$ cat config.mk
export PLATFORM = sky130hd
export DESIGN_NAME = ignition_rev_limiter_cut_control
export DESIGN_NICKNAME = d
export VERILOG_FILES = /design/src/sv/rlc_pkg.sv /design/src/sv/rlc_div.sv /design/src/sv/rlc_dp.sv /design/src/sv/rlc_ctrl.sv /design/src/sv/ignition_rev_limiter_cut_control.sv
export SDC_FILE = /design/constraint.sdc
export NUM_CORES = 2
export LEC_CHECK = 0
export ABC_AREA = 0
export BUFFER_PORTS_ARGS = -buffer_cell sky130_fd_sc_hd__buf_2
export CELL_PAD_IN_SITES_DETAIL_PLACEMENT = 1
export CELL_PAD_IN_SITES_GLOBAL_PLACEMENT = 1
export CORE_MARGIN = 1
export CORE_UTILIZATION = 51
export CTS_BUF_LIST = sky130_fd_sc_hd__clkbuf_4
export DETAILED_ROUTE_END_ITERATION = 10
export GPL_TIMING_DRIVEN = 0
export PLACE_DENSITY_LB_ADDON = 0.05
export SLEW_MARGIN = 20
export SYNTH_ARGS = -nofsm -noshare
export SYNTH_HDL_FRONTEND = slang
export SYNTH_SLANG_ARGS = --single-unit
$ cat constraint.sdc
create_clock -name clk_i -period 14.1 [get_ports clk_i]
set_input_delay 1.41 -clock clk_i [delete_from_list [all_inputs] [get_ports clk_i]]
set_output_delay 1.41 -clock clk_i [all_outputs]
set_load 0.005 [all_outputs]
$ cat src/sv/rlc_pkg.sv
`timescale 1ns / 1ps

package rlc_pkg;

  // Cut mode codes, shared by the cut_mode register and the active mode
  localparam logic [2:0] CUT_OFF     = 3'd0;
  localparam logic [2:0] CUT_SOFT    = 3'd1;
  localparam logic [2:0] CUT_HARD    = 3'd2;
  localparam logic [2:0] CUT_PATTERN = 3'd3;
  localparam logic [2:0] CUT_PROG    = 3'd4;

  // Configuration register indexes
  localparam logic [2:0] REG_MAIN_LIMIT    = 3'd0;
  localparam logic [2:0] REG_OVERREV_LIMIT = 3'd1;
  localparam logic [2:0] REG_CUT_MODE      = 3'd2;
  localparam logic [2:0] REG_MAIN_RETARD   = 3'd3;
  localparam logic [2:0] REG_FIRE_COUNT    = 3'd4;
  localparam logic [2:0] REG_SKIP_COUNT    = 3'd5;

  localparam int unsigned CfgIdxW  = 3;
  localparam int unsigned CfgDataW = 15;

  localparam logic [31:0] RPM_NUMERATOR = 32'd60000000;
  localparam logic [31:0] LCG_MUL       = 32'd1664525;
  localparam logic [31:0] LCG_INC       = 32'd1013904223;
  localparam logic [31:0] LCG_SEED_INIT = 32'hDEADBEEF;

  typedef struct packed {
    logic        cmd;
    logic [31:0] period_us;
    logic [15:0] smooth_rpm;
    logic [31:0] now_ms;
    logic        alvp_low_cut;
    logic        alvp_derated;
    logic [15:0] derate_limit_rpm;
    logic        launch_en;
    logic [15:0] launch_limit_rpm;
    logic        rumble_allow;
    logic        flame_allow;
  } in_item_t;

  typedef struct packed {
    logic        fire;
    logic        rev_limited;
    logic        overrev_cut;
    logic [2:0]  active_mode;
    logic [8:0]  active_retard_tenths;
    logic [6:0]  skip_pct;
    logic [15:0] rpm_now;
  } out_item_t;

  typedef enum logic [2:0] {
    ST_IDLE,
    ST_RPM_DIV,
    ST_TICK_EVAL,
    ST_PCT_DIV,
    ST_SPARK_EVAL,
    ST_MOD_DIV,
    ST_DRAW,
    ST_FINISH
  } state_e;

  typedef struct packed {
    logic load;
    logic rpm_wb;
    logic tick_eval;
    logic pct_wb;
    logic spark_eval;
    logic spark_fin;
    logic out_load;
  } dp_cmd_t;

  typedef struct packed {
    logic is_spark;
    logic period_zero;
    logic div_done;
    logic need_pct;
    logic spark_div;
    logic spark_draw;
    logic out_free;
  } dp_stat_t;

endpackage

$ cat src/sv/rlc_div.sv
`timescale 1ns / 1ps

module rlc_div import rlc_pkg::*; (
  input  logic        clk_i,
  input  logic        rst_ni,
  input  logic        start_i,
  input  logic [31:0] dividend_i,
  input  logic [31:0] divisor_i,
  output logic        done_o,
  output logic [31:0] quo_o,
  output logic [31:0] rem_o
);

  logic        busy_q, busy_d;
  logic [5:0]  cnt_q, cnt_d;
  logic [31:0] quo_q, quo_d;
  logic [31:0] rem_q, rem_d;
  logic [31:0] div_q, div_d;
  logic [32:0] partial;
  logic [32:0] trial;

  // restoring division, one quotient bit a cycle
  assign partial = {rem_q, quo_q[31]};
  assign trial   = partial - {1'b0, div_q};

  always_comb begin
    busy_d = busy_q;
    cnt_d  = cnt_q;
    quo_d  = quo_q;
    rem_d  = rem_q;
    div_d  = div_q;
    if (start_i) begin
      busy_d = 1'b1;
      cnt_d  = 6'd32;
      quo_d  = dividend_i;
      rem_d  = '0;
      div_d  = divisor_i;
    end else if (busy_q) begin
      if (cnt_q != 6'd0) begin
        cnt_d = cnt_q - 6'd1;
        if (!trial[32]) begin
          rem_d = trial[31:0];
          quo_d = {quo_q[30:0], 1'b1};
        end else begin
          rem_d = partial[31:0];
          quo_d = {quo_q[30:0], 1'b0};
        end
      end else begin
        busy_d = 1'b0;
      end
    end
  end

  always_ff @(posedge clk_i or negedge rst_ni) begin
    if (!rst_ni) begin
      busy_q <= 1'b0;
      cnt_q  <= '0;
    end else begin
      busy_q <= busy_d;
      cnt_q  <= cnt_d;
    end
  end

  always_ff @(posedge clk_i) begin
    quo_q <= quo_d;
    rem_q <= rem_d;
    div_q <= div_d;
  end

  assign done_o = busy_q && (cnt_q == 6'd0);
  assign quo_o  = quo_q;
  assign rem_o  = rem_q;

endmodule

$ cat src/sv/rlc_dp.sv
`timescale 1ns / 1ps

module rlc_dp import rlc_pkg::*; (
  input  logic                clk_i,
  input  logic                rst_ni,
  input  in_item_t            in_data_i,
  input  logic                out_stall_i,
  output logic                out_valid_o,
  output out_item_t           out_data_o,
  input  logic                cfg_we_i,
  input  logic [CfgIdxW-1:0]  cfg_idx_i,
  input  logic [CfgDataW-1:0] cfg_wdata_i,
  input  dp_cmd_t             cmd_i,
  output dp_stat_t            stat_o
);

  // configuration
  logic [14:0] main_q, ovr_q;
  logic [2:0]  mode_cfg_q;
  logic [8:0]  retard_cfg_q;
  logic [3:0]  fcnt_q, scnt_q;

  // limiter state
  in_item_t    item_q;
  logic [15:0] rpm_q;
  logic        limited_q, overrev_q, uv_q, fire_q;
  logic [2:0]  amode_q;
  logic [8:0]  aretard_q;
  logic [6:0]  skip_q;
  logic [31:0] pcount_q, seed_q, ent_time_q;
  logic [15:0] ent_speed_q;
  logic        out_valid_q;
  out_item_t   out_q;

  // config clamps
  logic [14:0] m_in, o_in, m_c, o_c;
  logic [15:0] m_sum, o_1;

  always_comb begin
    m_in  = (cfg_idx_i == REG_MAIN_LIMIT) ? cfg_wdata_i : main_q;
    o_in  = (cfg_idx_i == REG_OVERREV_LIMIT) ? cfg_wdata_i : ovr_q;
    m_c   = (m_in < 15'd1000) ? 15'd1000 : m_in;
    m_sum = {1'b0, m_c} + 16'd200;
    o_1   = ({1'b0, o_in} < m_sum) ? m_sum : {1'b0, o_in};
    o_c   = (o_1 > 16'd20000) ? 15'd20000 : o_1[14:0];
  end

  always_ff @(posedge clk_i or negedge rst_ni) begin
    if (!rst_ni) begin
      main_q       <= 15'd10000;
      ovr_q        <= 15'd11500;
      mode_cfg_q   <= CUT_SOFT;
      retard_cfg_q <= 9'd100;
      fcnt_q       <= 4'd3;
      scnt_q       <= 4'd1;
    end else if (cfg_we_i) begin
      case (cfg_idx_i)
        REG_MAIN_LIMIT, REG_OVERREV_LIMIT: begin
          main_q <= m_c;
          ovr_q  <= o_c;
        end
        REG_CUT_MODE:    mode_cfg_q   <= (cfg_wdata_i[2:0] > CUT_PROG) ? CUT_OFF
                                                                      : cfg_wdata_i[2:0];
        REG_MAIN_RETARD: retard_cfg_q <= (cfg_wdata_i[8:0] > 9'd300) ? 9'd300
                                                                      : cfg_wdata_i[8:0];
        REG_FIRE_COUNT:  fcnt_q <= (cfg_wdata_i[3:0] == 4'd0) ? 4'd1 : cfg_wdata_i[3:0];
        REG_SKIP_COUNT:  scnt_q <= (cfg_wdata_i[3:0] == 4'd0) ? 4'd1 : cfg_wdata_i[3:0];
        default: ;
      endcase
    end
  end

  // divider
  logic        div_start, div_done;
  logic [31:0] div_a, div_b, div_quo, div_rem;

  rlc_div u_div (
    .clk_i      (clk_i),
    .rst_ni     (rst_ni),
    .start_i    (div_start),
    .dividend_i (div_a),
    .divisor_i  (div_b),
    .done_o     (div_done),
    .quo_o      (div_quo),
    .rem_o      (div_rem)
  );

  // tick evaluation
  logic [15:0] eff, ovr16, es, bdiff, diff16;
  logic [2:0]  mode;
  logic [31:0] et;
  logic        is_over, in_lim, ent_new, climb, dwell_over, release_ok, need_pct;
  logic [8:0]  band;
  logic [22:0] num;

  always_comb begin
    eff  = {1'b0, main_q};
    mode = mode_cfg_q;
    if (item_q.alvp_derated && (item_q.derate_limit_rpm < eff)) begin
      eff  = item_q.derate_limit_rpm;
      mode = CUT_SOFT;
    end
    if (item_q.launch_en) begin
      eff  = item_q.launch_limit_rpm;
      mode = CUT_HARD;
    end
    ovr16      = {1'b0, ovr_q};
    is_over    = rpm_q > ovr16;
    in_lim     = (rpm_q > eff) && (item_q.smooth_rpm > eff);
    ent_new    = (ent_time_q == 32'd0);
    et         = ent_new ? item_q.now_ms : ent_time_q;
    es         = ent_new ? rpm_q : ent_speed_q;
    climb      = {1'b0, rpm_q} > ({1'b0, es} + 17'd50);
    dwell_over = (item_q.now_ms - et) > 32'd400;
    bdiff      = (ovr16 > eff) ? (ovr16 - eff) : 16'd0;
    band       = (bdiff > 16'd300) ? 9'd300
               : (bdiff == 16'd0) ? 9'd1 : bdiff[8:0];
    diff16     = rpm_q - eff;
    num        = 23'(diff16) * 23'd100;
    need_pct   = !is_over && in_lim && (mode == CUT_PROG);
    release_ok = ({1'b0, rpm_q} + 17'd75) < {1'b0, eff};
  end

  // spark evaluation
  logic        gate_off, spark_div, spark_draw, fire_fin;
  logic [31:0] seed_nx;
  logic [4:0]  period_len;
  logic [32:0] lcg_prod;
  logic [9:0]  lcg_quo;
  logic [15:0] lcg_rem;

  always_comb begin
    gate_off   = uv_q || !item_q.rumble_allow || !item_q.flame_allow;
    seed_nx    = seed_q * LCG_MUL + LCG_INC;
    spark_div  = !gate_off && (amode_q == CUT_PATTERN);
    spark_draw = !gate_off &&
                 (((amode_q == CUT_HARD) && !overrev_q && !item_q.launch_en) ||
                  (amode_q == CUT_PROG));
    period_len = {1'b0, fcnt_q} + {1'b0, scnt_q};
    // upper seed half modulo 100 by reciprocal multiply, exact for 16 bits
    lcg_prod   = {17'd0, seed_q[31:16]} * 33'd83887;
    lcg_quo    = lcg_prod[32:23];
    lcg_rem    = seed_q[31:16] - ({6'd0, lcg_quo} * 16'd100);
    case (amode_q)
      CUT_HARD:    fire_fin = lcg_rem < 16'd8;
      CUT_PATTERN: fire_fin = div_rem < {28'd0, fcnt_q};
      CUT_PROG:    fire_fin = lcg_rem >= {9'd0, skip_q};
      default:     fire_fin = 1'b1;
    endcase
  end

  // pick divider operands for whichever step starts it
  always_comb begin
    div_start = 1'b0;
    div_a     = RPM_NUMERATOR;
    div_b     = in_data_i.period_us;
    if (cmd_i.load) begin
      div_start = !in_data_i.cmd && (in_data_i.period_us != 32'd0);
    end else if (cmd_i.tick_eval) begin
      div_start = need_pct;
      div_a     = {9'd0, num};
      div_b     = {23'd0, band};
    end else if (cmd_i.spark_eval) begin
      div_start = spark_div;
      div_a     = pcount_q;
      div_b     = {27'd0, period_len};
    end
  end

  always_ff @(posedge clk_i) begin
    if (cmd_i.load) begin
      item_q <= in_data_i;
    end
  end

  always_ff @(posedge clk_i or negedge rst_ni) begin
    if (!rst_ni) begin
      rpm_q       <= '0;
      limited_q   <= 1'b0;
      overrev_q   <= 1'b0;
      uv_q        <= 1'b0;
      fire_q      <= 1'b0;
      amode_q     <= CUT_OFF;
      aretard_q   <= '0;
      skip_q      <= '0;
      pcount_q    <= '0;
      seed_q      <= LCG_SEED_INIT;
      ent_time_q  <= '0;
      ent_speed_q <= '0;
    end else begin
      if (cmd_i.load && !in_data_i.cmd) begin
        fire_q <= 1'b0;
        uv_q   <= in_data_i.alvp_low_cut;
        if (in_data_i.period_us == 32'd0) begin
          rpm_q <= in_data_i.smooth_rpm;
        end
      end
      if (cmd_i.rpm_wb) begin
        rpm_q <= (div_quo > 32'd65535) ? 16'hFFFF : div_quo[15:0];
      end
      if (cmd_i.tick_eval) begin
        if (is_over) begin
          overrev_q <= 1'b1;
          limited_q <= 1'b1;
          amode_q   <= CUT_HARD;
          aretard_q <= '0;
          skip_q    <= 7'd100;
        end else if (in_lim) begin
          overrev_q <= 1'b0;
          limited_q <= 1'b1;
          if (mode == CUT_SOFT) begin
            ent_time_q  <= et;
            ent_speed_q <= es;
            skip_q      <= '0;
            if (climb || dwell_over) begin
              amode_q   <= CUT_PATTERN;
              aretard_q <= '0;
            end else begin
              amode_q   <= mode;
              aretard_q <= retard_cfg_q;
            end
          end else begin
            amode_q   <= mode;
            aretard_q <= '0;
            skip_q    <= (mode == CUT_HARD) ? 7'd100 : 7'd0;
          end
        end else begin
          overrev_q  <= 1'b0;
          if (release_ok) begin
            limited_q <= 1'b0;
          end
          amode_q    <= CUT_OFF;
          aretard_q  <= '0;
          skip_q     <= '0;
          ent_time_q <= '0;
        end
      end
      if (cmd_i.pct_wb) begin
        skip_q <= (div_quo > 32'd95) ? 7'd95 : div_quo[6:0];
      end
      if (cmd_i.spark_eval) begin
        fire_q <= !gate_off && (amode_q != CUT_HARD);
        if (spark_draw) begin
          seed_q <= seed_nx;
        end
        if (spark_div) begin
          pcount_q <= pcount_q + 32'd1;
        end
      end
      if (cmd_i.spark_fin) begin
        fire_q <= fire_fin;
      end
    end
  end

  // output register
  always_ff @(posedge clk_i or negedge rst_ni) begin
    if (!rst_ni) begin
      out_valid_q <= 1'b0;
    end else if (cmd_i.out_load) begin
      out_valid_q <= 1'b1;
    end else if (!out_stall_i) begin
      out_valid_q <= 1'b0;
    end
  end

  always_ff @(posedge clk_i) begin
    if (cmd_i.out_load) begin
      out_q.fire                 <= fire_q;
      out_q.rev_limited          <= limited_q;
      out_q.overrev_cut          <= overrev_q;
      out_q.active_mode          <= amode_q;
      out_q.active_retard_tenths <= aretard_q;
      out_q.skip_pct             <= skip_q;
      out_q.rpm_now              <= rpm_q;
    end
  end

  assign out_valid_o = out_valid_q;
  assign out_data_o  = out_q;

  assign stat_o.is_spark    = in_data_i.cmd;
  assign stat_o.period_zero = (in_data_i.period_us == 32'd0);
  assign stat_o.div_done    = div_done;
  assign stat_o.need_pct    = need_pct;
  assign stat_o.spark_div   = spark_div;
  assign stat_o.spark_draw  = spark_draw;
  assign stat_o.out_free    = !out_valid_q || !out_stall_i;

  a_overrev_limited: assert property (@(posedge clk_i) disable iff (!rst_ni)
    overrev_q |-> limited_q) else $error("overrev cut without limited state");
  a_skip_range: assert property (@(posedge clk_i) disable iff (!rst_ni)
    skip_q <= 7'd100) else $error("skip percent out of range");
  a_retard_range: assert property (@(posedge clk_i) disable iff (!rst_ni)
    aretard_q <= 9'd300) else $error("active retard out of range");
  a_limits_order: assert property (@(posedge clk_i) disable iff (!rst_ni)
    ({1'b0, ovr_q} >= ({1'b0, main_q} + 16'd200)) || (ovr_q == 15'd20000))
    else $error("overrev limit below main limit plus margin");

endmodule

$ cat src/sv/rlc_ctrl.sv
`timescale 1ns / 1ps

module rlc_ctrl import rlc_pkg::*; (
  input  logic     clk_i,
  input  logic     rst_ni,
  input  logic     in_valid_i,
  output logic     in_stall_o,
  input  dp_stat_t stat_i,
  output dp_cmd_t  cmd_o
);

  state_e state_q, state_d;

  always_comb begin
    state_d = state_q;
    case (state_q)
      ST_IDLE: begin
        if (in_valid_i) begin
          state_d = stat_i.is_spark ? ST_SPARK_EVAL
                  : stat_i.period_zero ? ST_TICK_EVAL : ST_RPM_DIV;
        end
      end
      ST_RPM_DIV:    if (stat_i.div_done) state_d = ST_TICK_EVAL;
      ST_TICK_EVAL:  state_d = stat_i.need_pct ? ST_PCT_DIV : ST_FINISH;
      ST_PCT_DIV:    if (stat_i.div_done) state_d = ST_FINISH;
      ST_SPARK_EVAL: state_d = stat_i.spark_div ? ST_MOD_DIV
                             : stat_i.spark_draw ? ST_DRAW : ST_FINISH;
      ST_MOD_DIV:    if (stat_i.div_done) state_d = ST_FINISH;
      ST_DRAW:       state_d = ST_FINISH;
      ST_FINISH:     if (stat_i.out_free) state_d = ST_IDLE;
      default:       state_d = ST_IDLE;
    endcase
  end

  always_comb begin
    cmd_o = '0;
    case (state_q)
      ST_IDLE:       cmd_o.load       = in_valid_i;
      ST_RPM_DIV:    cmd_o.rpm_wb     = stat_i.div_done;
      ST_TICK_EVAL:  cmd_o.tick_eval  = 1'b1;
      ST_PCT_DIV:    cmd_o.pct_wb     = stat_i.div_done;
      ST_SPARK_EVAL: cmd_o.spark_eval = 1'b1;
      ST_MOD_DIV:    cmd_o.spark_fin  = stat_i.div_done;
      ST_DRAW:       cmd_o.spark_fin  = 1'b1;
      ST_FINISH:     cmd_o.out_load   = stat_i.out_free;
      default:       cmd_o = '0;
    endcase
  end

  assign in_stall_o = (state_q != ST_IDLE);

  always_ff @(posedge clk_i or negedge rst_ni) begin
    if (!rst_ni) begin
      state_q <= ST_IDLE;
    end else begin
      state_q <= state_d;
    end
  end

endmodule

$ cat src/sv/ignition_rev_limiter_cut_control.sv
`timescale 1ns / 1ps

// Rev limiter and spark-cut control. Each input transfer is either a tick
// (cmd 0), which works out engine speed as 60e6 / period_us (saturated at
// 65535, or the smoothed speed when the period is 0), selects the main,
// under-voltage derate or launch limit and updates the limiter state, or a
// spark request (cmd 1), which returns the fire decision from the gates,
// burn-through random draw, pattern counter or progressive skip. Each input
// transfer yields exactly one output transfer carrying the current limiter
// status. Items are handled one at a time by a state machine that drives a
// single shared 32-bit restoring divider. A tick divides only when the
// period is nonzero, then evaluates the limit, and divides once more when
// the progressive skip percentage is computed; a spark takes a draw step
// when it needs the random draw, or a division when it needs the pattern
// modulo. The input stall is high while an item is in flight; a
// finished result sits in the output register, so the next item is taken
// while it waits. Configuration writes apply clamps as they land and are
// meant to be issued only while the block is idle.
module ignition_rev_limiter_cut_control import rlc_pkg::*; (
  input  logic                clk_i,
  input  logic                rst_ni,
  input  logic                in_valid_i,
  output logic                in_stall_o,
  input  in_item_t            in_data_i,
  output logic                out_valid_o,
  input  logic                out_stall_i,
  output out_item_t           out_data_o,
  input  logic                cfg_we_i,
  input  logic [CfgIdxW-1:0]  cfg_idx_i,
  input  logic [CfgDataW-1:0] cfg_wdata_i
);

  dp_cmd_t  cmd;
  dp_stat_t stat;

  // sequence the work of one item
  rlc_ctrl u_ctrl (
    .clk_i      (clk_i),
    .rst_ni     (rst_ni),
    .in_valid_i (in_valid_i),
    .in_stall_o (in_stall_o),
    .stat_i     (stat),
    .cmd_o      (cmd)
  );

  // hold configuration, limiter state, divider and output register
  rlc_dp u_dp (
    .clk_i       (clk_i),
    .rst_ni      (rst_ni),
    .in_data_i   (in_data_i),
    .out_stall_i (out_stall_i),
    .out_valid_o (out_valid_o),
    .out_data_o  (out_data_o),
    .cfg_we_i    (cfg_we_i),
    .cfg_idx_i   (cfg_idx_i),
    .cfg_wdata_i (cfg_wdata_i),
    .cmd_i       (cmd),
    .stat_o      (stat)
  );

endmodule
==> flow_metrics.py <==
metrics = {
    "power_and_ir_drop": {
        "powerDensity_mw_per_mm2": 233,
        "sequentialPowerShare_pct": 18.0,
        "p_sw_w": 0.00516,
        "p_sw_share_pct": 49.0,
        "ir_drop_mv": 0.144,
        "power.internal_w": 0.00536,
        "p_leak_nw": 22.2,
        "p_comb_share_pct": 68.8,
        "p_clk_share_pct": 13.2,
    },
    "worst_setup_path": {
        "worstPathRequired_ns": 15.00,
        "crit_arrival_ns": 12.85,
        "critPathMostFrequentCell": "fa_1",
        "crit_path_start_kind": "flip-flop",
        "slowest_delay_ns": 0.83,
        "critPathKind": "reg2reg",
        "crit_fanout": 10,
        "critPathCaptureType": "flip-flop",
        "rr_worst_depth": 40,
        "cpMaxStageDelayCell": "a2111oi_1",
    },
    "timing": {
        "whs_ns": 0.301,
        "finalSetupViolCount": 0,
        "rsz0062_at_grt": "false",
        "fin_skew_ns": 0.0731,
        "fmax_mhz": 83.7,
        "setup_tns_ns": 0,
        "tightest_slew_ns": 1.21,
        "min_period_ns": 11.95,
        "hold_viol_final": 0,
        "timing.final.crit_share_pct": 84.7,
        "slew_headroom_pct": 19.1,
        "drv_slew": 0,
    },
    "floorplan": {
        "die_area_mm2": 0.0811,
        "pin_count": 181,
        "die_h_um": 285,
        "initial_core_util_pct": 51.6,
        "rows": 103,
        "die_x_um": 285,
        "design.core.area_mm2": 0.0791,
    },
    "global_route": {
        "grt_pass1_wl_um": 204000,
        "grt_use_met2_pct": 54.7,
        "grt_pass1_vias": 36000,
        "antenna_found_initial": 6,
        "grt_usage_pct": 32.9,
        "overflow": 0,
        "busiest_layer": "met2",
        "met3_usage_pct": 5.75,
        "grt_start_max_net_pins": 84,
        "use_met1_pct": 41.6,
    },
    "clock_network": {
        "cts_tree": "yes",
        "cts_resized": 0,
        "clock-sinks": 430,
        "path_clk_slew_ns": 0.06,
        "ctsRootBufferMaster": "clkbuf_4",
        "post_cts_buffers": 0,
        "worstSkewPairLatency_ns": 1.05,
        "clockBufferDepth": 3,
        "cts_inserted_buffers": 130,
        "cts-htree-levels": 4,
        "ctsHoldBuffers": 0,
    },
    "drt": {
        "totalWireLength_um": 132000,
        "drt_pass1_iterations": 6,
        "vias_per_cell": 5.85,
        "num_vias": 33800,
        "drt_iter0_drc": 1838,
        "wire_per_inst_um": 22.9,
        "post-route-drc-count": 0,
        "ant_nets": 0,
    },
    "placed_design": {
        "dp.cells": 5527,
        "placement.cell_area_mm2": 0.0433,
        "dpl.hpwl_um": 107000,
        "io_buffers": 176,
        "gp_congestion": 0.917,
    },
    "hold_path": {
        "min_path_type": "in2async",
    },
    "finish": {
        "num-fill-cells": 9294,
        "finish.instance_area_mm2": 0.0451,
        "final_common_cell": "inv_1",
        "area_delta_synth_final_pct": 10.6,
        "final_nets": 5590,
        "final_layout_size_suffix_gt1_share_pct": 11.6,
        "final_cell_mix": "inv_1 (595), ha_1 (582), nand2_1 (323), fa_1 (258), o21ai_0 (250)",
        "final_cells": 5776,
    },
    "logic_synthesis": {
        "syn_avg_cell_area_um2": 9.51,
        "syn_area_mm2": 0.0408,
        "ys_ff_latch": 430,
        "synth_seq_area_share_pct": 28.4,
        "ys_types": 95,
        "synth-async-reset-ratio_pct": 49.3,
        "ys.flop_type": "edfxtp_1",
        "synth_fp_nets": 5272,
        "synth_edf_count": 186,
        "ys_warn_count": 0,
        "synth_cells": 4291,
    },
    "run_status": {
        "status": "finished, final reports clean",
    },
    "flow_run": {
        "cap_violations": 0,
    },
}
[path summary, 6_finish.rpt]
path	startpoint	endpoint	slack (ns)
max in group asynchronous	rst_ni	u_dp.seed_q[0]	12.80
hold / removal	rst_ni	u_dp.ovr_q[8]	0.30
min in group clk_i	u_dp.aretard_q[7]	u_dp.out_data_o[30]	0.44
setup reg to reg	u_dp.seed_q[20]	u_dp.fire_q	2.15
setup / recovery	u_dp.seed_q[20]	u_dp.fire_q	2.15
hold reg to reg	u_dp.aretard_q[7]	u_dp.out_data_o[30]	0.44
[worst max-delay path: cells and delay by family, from the launching register on]
family | cells | cell delay, ns
adders and majority gates | 10 | 4.86
AOI/OAI and AO/OA | 17 | 4.39
buffers and inverters | 7 | 0.94
DFF | 1 | 0.70
and+or+nand+nor | 4 | 0.58
xor gates and xnor gates | 2 | 0.36
[synth_stat cells, types with 14 or more instances]
| cell | number | share of area, % |
|---|---|---|
| o31ai_1 | 14 | 0.26 |
| a21oi_1 | 250 | 3.1 |
| nor4_1 | 42 | 0.64 |
| ha_1 | 582 | 18 |
| and2_1 | 17 | 0.26 |
| xnor2_1 | 136 | 2.9 |
| nand4_1 | 49 | 0.75 |
| a21o_1 | 75 | 1.4 |
| nor2b_1 | 41 | 0.63 |
| mux2_2 | 23 | 0.63 |
| o2bb2ai_1 | 29 | 0.62 |
| nor2_1 | 246 | 2.3 |
| edfxtp_1 | 186 | 14 |
| xor2_1 | 86 | 1.8 |
| o21ai_0 | 252 | 3.1 |
| mux2i_1 | 60 | 1.5 |
| dfrtp_1 | 168 | 10 |
| nor3_1 | 58 | 0.71 |
| fa_1 | 258 | 13 |
| nand3_1 | 82 | 1.0 |
| dfstp_2 | 44 | 2.8 |
| o21bai_1 | 19 | 0.35 |
| or2_2 | 18 | 0.28 |
| nand2b_1 | 45 | 0.69 |
| inv_1 | 596 | 5.5 |
| dfxtp_1 | 32 | 1.6 |
| a31oi_1 | 25 | 0.38 |
| clkbuf_1 | 94 | 0.86 |
| o21a_1 | 45 | 0.83 |
| a211oi_1 | 44 | 0.81 |
| and3_1 | 60 | 0.92 |
| nand2_1 | 323 | 3.0 |
[registers in the layout (all words and copies together) (netlist names), 15 cells and up]
signal            cells
u_dp.item_q          84
u_dp.out_data_o      38
u_dp.ent_time_q      32
u_dp.pcount_q        32
u_dp.seed_q          32
u_dp.u_div.div_q     32
u_dp.u_div.quo_o     32
u_dp.u_div.rem_o     32
u_dp.ent_speed_q     16
u_dp.rpm_q           16
u_dp.main_q          15
u_dp.ovr_q           15
[final cells by class]
class	count	area (um^2)	area share, %
Multi-Input combinational cell	3146	26600	58.8
Clock inverter	41	339	0.751
Sequential cell	430	11600	25.7
Clock buffer	200	1500	3.33
Antenna cell	8	20.0	0.0444
Buffer	117	464	1.03
Inverter	598	2240	4.97
Tap cell	1050	1310	2.91
Timing Repair Buffer	186	1100	2.45
[kinds of logic after synthesis]
logic type	synth area share, %
AND/OR/NAND/NOR	12.6
AO/OA/AOI/OAI	14.9
adder cells (fa/ha/maj)	30.6
buffers and inverters	6.64
flip-flops	28.4
XOR/XNOR	4.77
multiplexers	2.14
[power by group through the flow]
stage	clock network [W]	logic [W]	registers [W]
2_1_floorplan	0	0.00533	0.00178
3_3_place_gp	0	0.00687	0.00191
3_5_place_dp	0	0.00722	0.00191
4_1_cts	0.00142	0.00728	0.00189
5_1_grt	0.00149	0.00813	0.00191
6_report	0.00139	0.00724	0.00189
[through the flow]
step | utilization (%) | worst slack, ns | total power, W
floorplan | - | 4.24 | 0.00711
global placement | 54.3 | 2.26 | 0.00878
detailed placement | 54.7 | 2.26 | 0.00913
CTS | 57.0 | 2.17 | 0.0106
global route | 57.0 | 1.53 | 0.0115
finish | 57.0 | 2.15 | 0.0105
[routing by layer]
| metal | vias up | share of wire (%) |
|---|---|---|
| met4 | 2 | 4.9 |
| met1 | 16900 | 42 |
| met2 | 941 | 47 |
| met3 | 327 | 5.4 |
| met5 | - | 0.012 |
| li1 | 15700 | - |
Note: power is estimated with default switching activity, not from simulation.
